**config.mk**
```make
export PLATFORM = sky130hd
export DESIGN_NAME = sls_cell
export DESIGN_NICKNAME = d
export VERILOG_FILES = /design/src/hw/rtl/sls_pkg.sv /design/src/hw/rtl/sls_cell.sv
export SDC_FILE = /design/constraint.sdc
export NUM_CORES = 1
export LEC_CHECK = 0
export BUFFER_PORTS_ARGS = -buffer_cell sky130_fd_sc_hd__clkbuf_2
export CORE_AREA = 4 4 68 70
export CTS_BUF_LIST = sky130_fd_sc_hd__clkbuf_4 sky130_fd_sc_hd__clkbuf_8
export DETAILED_ROUTE_END_ITERATION = 8
export DIE_AREA = 0 0 72 74
export HOLD_SLACK_MARGIN = 0.08
export PLACE_DENSITY = 0.94
export SLEW_MARGIN = 5
export SYNTH_ARGS = -nofsm -noshare
export SYNTH_HDL_FRONTEND = slang
export SYNTH_SLANG_ARGS = --single-unit
```
**constraint.sdc**
```tcl
create_clock -name clk -period 3.21 [get_ports clk]
set_input_delay 0.321 -clock clk [delete_from_list [all_inputs] [get_ports clk]]
set_output_delay 0.321 -clock clk [all_outputs]
set_load 0.02 [all_outputs]
```
**src/hw/rtl/sls_pkg.sv**
```systemverilog
`timescale 1ns / 1ps

package sls_pkg;

    typedef enum logic [2:0]
    {
        KIND_PUSH  = 3'd0,
        KIND_POP   = 3'd1,
        KIND_FIND  = 3'd2,
        KIND_READ  = 3'd3,
        KIND_CLEAR = 3'd4
    } kind_t;

    typedef enum logic [1:0]
    {
        ST_DONE = 2'd0,
        ST_NONE = 2'd1,
        ST_FULL = 2'd2
    } status_t;

    // Shift command that every cell of the stack sees in the same cycle.
    typedef struct packed
    {
        logic push;
        logic pop;
    } sls_shift_t;

endpackage

```
**src/hw/rtl/sls_cell.sv**
```systemverilog
`timescale 1ns / 1ps

module sls_cell
(
    input  logic               clk,
    input  sls_pkg::sls_shift_t ctl,
    input  logic [31:0]        word_above,
    input  logic [31:0]        word_below,
    input  logic [31:0]        key,
    output logic [31:0]        word,
    output logic               hit
);
    import sls_pkg::*;

    logic [31:0] word_reg;

    // A push moves every word one place down, a pop one place up.
    always_ff @(posedge clk)
    begin
        if (ctl.push)
        begin
            word_reg <= word_above;
        end
        else if (ctl.pop)
        begin
            word_reg <= word_below;
        end
    end

    assign word = word_reg;
    assign hit  = (word_reg == key);

endmodule

```
==> results.md, run 1 <==
* Post-synthesis simple-gate area fraction at 4.24%
* Pleak at 0.00120 uW
* Worst slew pin tran at 740 ps
* Cells after synthesis at 112
* Layout area overhead at 46.3%
* Die Area at 5330 sq um
* Xor/xnor share of the synthesized area at 16.4%
* Post-Synth Adder-Cell Area at 0%
* Kind of critical path: flip-flop to output pin
* Routed WL per cell at 15.4 microns
* Routed Antenna Nets at 0
* CTS Buf Count at 5
* Setup violations, final at 0
* Post_cts resized at 0
* Max incr delay on CP at 420 ps
* Final hold violation count at 0
* Syn. warnings at 0
* Vias in the first global route at 1,454
* Crit-path max FO at 2
* Detailed-route via count at 1,402
* Yosys cell types at 9
* Tot GR Track Use at 16.8%
* Max-Cap Viols at 0
* Fin cells at 298
* Met1 Resource Use GR at 17.4%
* Synthesized area per cell at 15.3 sq um
* Worst path cell trace: xor2_1, nor4_1, nand4_1, nor2_1, clkbuf_2
* Worst-path clk slew at 70 ps
* Pin count of the biggest net entering global routing at 33
* Total Neg Setup Slack at 0 ps
* Standard-cell row count at 23
* Ports at 132
* Initial antenna violation count at 0
* Die height at 74 microns
* Clock Path Buffers at 2
* Crit path buf inv count at 1
* TritonCTS clock tree: yes
* Share of layout cells above drive strength 1 at 69.0%
* DPL Wire Length at 3.82 mm
* Met3 Use GR at 5.54%
* CTS sink count at 32
* Synth Cell Area at 1710 sq um
* Root buf cell: clkbuf_8
* CP arrival at 1750 ps
* Layout fillers at 320
* First-pass GRT wire length at 6.67 mm
* Vias per cell at 4.70
* CP delay by family, top: simple AND/OR/NAND/NOR gates
* Seq/Total Area, Yosys at 56.1%
* Setup repair bufs after CTS at 0
* RSZ-0062 raised after global routing: false
* Mux contribution to synthesized area at 21.0%
* Final Worst Setup Slack at 1140 ps
* Core area at 3970 sq um
* Relative slew margins at 50.6%
* Req. time, crit path at 2890 ps
* Tmin final at 2070 ps
* Drc violations at 0
* Compound-Gate Fraction of Synth Area at 0%
* Gp weighted congestion at 0.738
* Grt met2 use at 31.3%
* Clock H-tree levels at 2
* CTS Hold Bufs at 0
* DRT Pass-1 Iters at 3
* Nets at 346
* Grt ovf at 0
* Final worst-path cycle share at 64.5%
* Die X at 72 microns
* Main combinational cell family by area after synthesis: multiplexers
* Worst Setup Start Kind: flip-flop
* Fin util at 63.1%
* Post-Place Worst Slack at 1420 ps
* Max FFs per register at 32
* Hold Path Class: primary input to flip-flop
* Crit end category: output pin
* Fmax achieved at 483 MHz
* IO Port Bufs at 131
* Synth Net Count at 211
* PD cells at 473 nW/um^2
* Max Slew Vio Count at 0
* Flops & latches, synth at 32
* Starting Density at 43.1%
* Critical path's slowest cell: nor4_1
* Placed Cells at 290
* # diodes at 0
* VDD IR-drop max at 0.391 mV
* Initial DRC Count at 32
* Status: finished, final reports clean
* Final WL at 4.58 mm
* Most used routing layer: met2
==> metal layers <==
layer / vias to the layer above / routed length, microns
li1: 686 / -
met1: 632 / 1550
met2: 72 / 2540
met3: 12 / 397
met4: 0 / 91
met5: - / 0
==> layout by cell type, fill, tap and decap left out, drive strengths merged <==
master / count
mux2: 32
xor2: 32
buf: 1
or2: 1
bufinv: 1
nand4: 2
nor2: 1
edfxtp: 32
clkinv: 2
nor4: 8
clkbuf: 136
==> through the flow <==
step	power [uW]	hold WS (ps)	cell area [sq um]
floorplan	702	541	1710
global placement	817	623	2400
detailed placement	828	627	2400
CTS	1200	332	2510
global route	1250	326	2510
finish	1190	335	2510
==> report_power, final <==
part	total (uW)	leakage [uW]	internal (uW)	switching (uW)
clock	371	0.0000532	226	146
combinational	267	0.000819	127	140
sequential	547	0.000326	516	31.2
total	1190	0.00120	869	317
==> synthesized netlist by cell type <==
master / count / area share, %
xor2_1: 32 / 16
mux2_2: 32 / 21
nor2_1: 1 / 0.22
nand4_1: 2 / 0.73
nor4_1: 8 / 2.9
buf_6: 3 / 2.0
or2_2: 1 / 0.37
edfxtp_1: 32 / 56
buf_2: 1 / 0.29
==> path summary, 6_finish.rpt <==
path               start                  to  cells past startpoint  slack [ps]
max   word[24]$_DFFE_PP_                 hit                      5        1140
min       word_below[11]  word[11]$_DFFE_PP_                      2         340
==> layout make-up <==
type / count / area, sq um / area share (%)
Sequential cell: 32 / 961 / 38.3
Multi-Input combinational cell: 76 / 713 / 28.5
Timing Repair Buffer: 132 / 663 / 26.5
Clock buffer: 5 / 68.8 / 2.75
Tap cell: 50 / 62.6 / 2.50
Clock inverter: 3 / 37.5 / 1.50
==> cell families after synthesis <==
group,count (synthesis)
xor+xnor,32
mux,32
flops,32
simple gates,12
buf+inv,4
Note: power is estimated with default switching activity, not from simulation.
==> run 2, diff against run 1 <==
--- a/config.mk
+++ b/config.mk
@@ -6,12 +6,12 @@
 export NUM_CORES = 1
 export LEC_CHECK = 0
 export BUFFER_PORTS_ARGS = -buffer_cell sky130_fd_sc_hd__clkbuf_2
-export CORE_AREA = 4 4 68 70
+export CORE_AREA = 4 4 74 76
 export CTS_BUF_LIST = sky130_fd_sc_hd__clkbuf_4 sky130_fd_sc_hd__clkbuf_8
 export DETAILED_ROUTE_END_ITERATION = 8
-export DIE_AREA = 0 0 72 74
+export DIE_AREA = 0 0 78 80
 export HOLD_SLACK_MARGIN = 0.08
-export PLACE_DENSITY = 0.94
+export PLACE_DENSITY = 0.85
 export SLEW_MARGIN = 5
 export SYNTH_ARGS = -nofsm -noshare
 export SYNTH_HDL_FRONTEND = slang
==> constraint.sdc (replaced) <==
create_clock -name clk -period 1.8 [get_ports clk]
set_input_delay 0.18 -clock clk [delete_from_list [all_inputs] [get_ports clk]]
set_output_delay 0.18 -clock clk [all_outputs]
set_load 0.02 [all_outputs]
==> run 2 against run 1 <==
  * Sequential share of layout area is 0.58 points lower
  * Power grew 67%
  * Final cell count up 6.0%
  * Wire length grew 1.7%
  * Critical path type unchanged
  * Critical endpoint unchanged
  * Highest routed layer unchanged
==> results.md, run 2 (synthesis gave the netlist of run 1 again) <==
* Status: finished, final reports clean (unchanged)
* Pin count of the biggest net entering global routing at 33 (unchanged)
* Pleak at 0.00120 uW (about the same)
* Tot GR Track Use at 15.0% (was 16.8%)
* TritonCTS clock tree: yes (unchanged)
* Root buf cell: clkbuf_8 (unchanged)
* Starting Density at 36.3% (was 43.1%)
* Commonest non-fill, non-tap cell in the layout: clkbuf_2 (unchanged)
* Routed Antenna Nets at 0 (unchanged)
* Kind of critical path: flip-flop to output pin (unchanged)
* Post-Place Worst Slack at 205 ps (was 1420 ps)
* Final Worst Setup Slack at 17.1 ps (was 1140 ps)
* Setup violations, final at 0 (unchanged)
* VDD IR-drop max at 0.395 mV (was 0.391 mV)
* Max-Cap Viols at 0 (unchanged)
* # diodes at 0 (unchanged)
* Final WL at 4.66 mm (was 4.58 mm)
* Tmin final at 1780 ps
* Layout area overhead at 48.6% (was 46.3%)
* Core area at 4720 sq um (was 3970 sq um)
* CTS Hold Bufs at 0 (unchanged)
* Die Area at 6240 sq um (was 5330 sq um)
* Crit end category: output pin (unchanged)
* Die X at 78 microns (was 72 microns)
* Worst-path clk slew at 70 ps (about the same)
* Initial antenna violation count at 0 (unchanged)
* Drc violations at 0 (unchanged)
* Fmax achieved at 561 MHz
* Routed WL per cell at 14.7 microns (was 15.4 microns)
* Vias per cell at 4.44 (was 4.70)
* Initial DRC Count at 23 (was 32)
* RSZ-0062 raised after global routing: true (was false)
* Crit path buf inv count at 1 (unchanged)
* CTS sink count at 32 (unchanged)
* First-pass GRT wire length at 7.04 mm (was 6.67 mm)
* Detailed-route via count at 1,403 (was 1,402)
* Final hold violation count at 0 (unchanged)
* DPL Wire Length at 3.83 mm (was 3.82 mm)
* Critical path's slowest cell: edfxtp_1 (was nor4_1)
* CP arrival at 1600 ps (was 1750 ps)
* Hold-critical path depth at 2 (unchanged)
* Standard-cell row count at 25 (was 23)
* Max FFs per register at 32 (unchanged)
* Crit-path max FO at 2 (unchanged)
* Clock Path Buffers at 2 (unchanged)
* Fin util at 53.9% (was 63.1%)
* Worst path cell trace: xor2_1, nor4_2, nand4_1, nor2_1, buf_4 (was xor2_1, nor4_1, nand4_1, nor2_1, clkbuf_2)
* Final worst-path cycle share at 99.1%
* Gp weighted congestion at 0.732 (was 0.738)
* Worst slew pin tran at 756 ps (was 740 ps)
* Levels on crit path at 5 (unchanged)
* Max incr delay on CP at 400 ps (was 420 ps)
* CP delay by family, top: simple AND/OR/NAND/NOR gates (unchanged)
* CTS Buf Count at 5 (unchanged)
* Nets at 347 (was 346)
* Max Slew Vio Count at 0 (unchanged)
* Most frequent cells in the layout: clkbuf_2 (130), mux2_2 (32), xor2_1 (32), edfxtp_1 (32) (was clkbuf_2 (131), mux2_2 (32), xor2_1 (32), edfxtp_1 (32), nor4_1 (8))
* Ports at 132 (unchanged)
* Vias in the first global route at 1,510 (was 1,454)
* DRT Pass-1 Iters at 2 (was 3)
* Share of layout cells above drive strength 1 at 70.7% (was 69.0%)
* Die height at 80 microns (was 74 microns)
* Worst Setup Start Kind: flip-flop (unchanged)
* IO Port Bufs at 131 (unchanged)
* PD cells at 778 nW/um^2 (was 473 nW/um^2)
* Req. time, crit path at 1620 ps (was 2890 ps)
* Grt ovf at 0 (unchanged)
* Relative slew margins at 49.6% (was 50.6%)
* Clock H-tree levels at 2 (unchanged)
* Hold Path Class: primary input to flip-flop (unchanged)
==> run 2: final timing paths <==
check                                 to  slack (ps)                from
worst max-delay path                 hit          20  word[15]$_DFFE_PP_
worst min-delay path  word[11]$_DFFE_PP_         200      word_below[11]
==> run 2: power breakdown <==
group	total, uW	internal (uW)	switching (uW)	leakage, uW
clock network	512	262	250	0.0000453
registers	975	921	54.3	0.000326
logic	492	234	258	0.000830
total	1980	1420	562	0.00120
==> run 2: metrics by stage <==
| step | power (uW) | cell area (sq um) | setup TNS (ps) | instances | hold WS [ps] |
|---|---|---|---|---|---|
| 2_1_floorplan | 1250 | 1710 | 0 | 112 | 400 |
| 3_3_place_gp | 1470 | 2430 | 0 | 307 | 483 |
| 3_5_place_dp | 1480 | 2430 | 0 | 307 | 487 |
| 4_1_cts | 2010 | 2540 | -32.0 | 315 | 193 |
| 5_1_grt | 2090 | 2540 | -161 | 316 | 193 |
| 6_report | 1980 | 2540 | 0 | 316 | 202 |
==> run 2: layer usage <==
layer | share of wire (%) | track usage (%) | routed length [microns] | up-vias
met5 | 0 | 0 | 0 | -
met4 | 1.0 | 4.72 | 48 | 0
met3 | 10 | 6.66 | 487 | 4
met2 | 52 | 28.3 | 2450 | 83
met1 | 36 | 14.5 | 1680 | 628
li1 | - | - | - | 688
==> run 2: what timing repair did <==
item	4_1_cts	5_1_grt
pin swaps	3	4
resized for setup	4	1
endpoints found under the setup margin	1	1
setup buffers	0	1
hold endpoints to repair	0	0
==> run 2: final cells by class <==
| type | count | area (sq um) |
|---|---|---|
| fill | 427 | 2180 |
| sequential | 32 | 961 |
| multi-input combinational | 76 | 732 |
| timing repair buffer | 133 | 686 |
| tap | 67 | 83.8 |
| clock buffer | 5 | 68.8 |
| clock inverter | 3 | 13.8 |
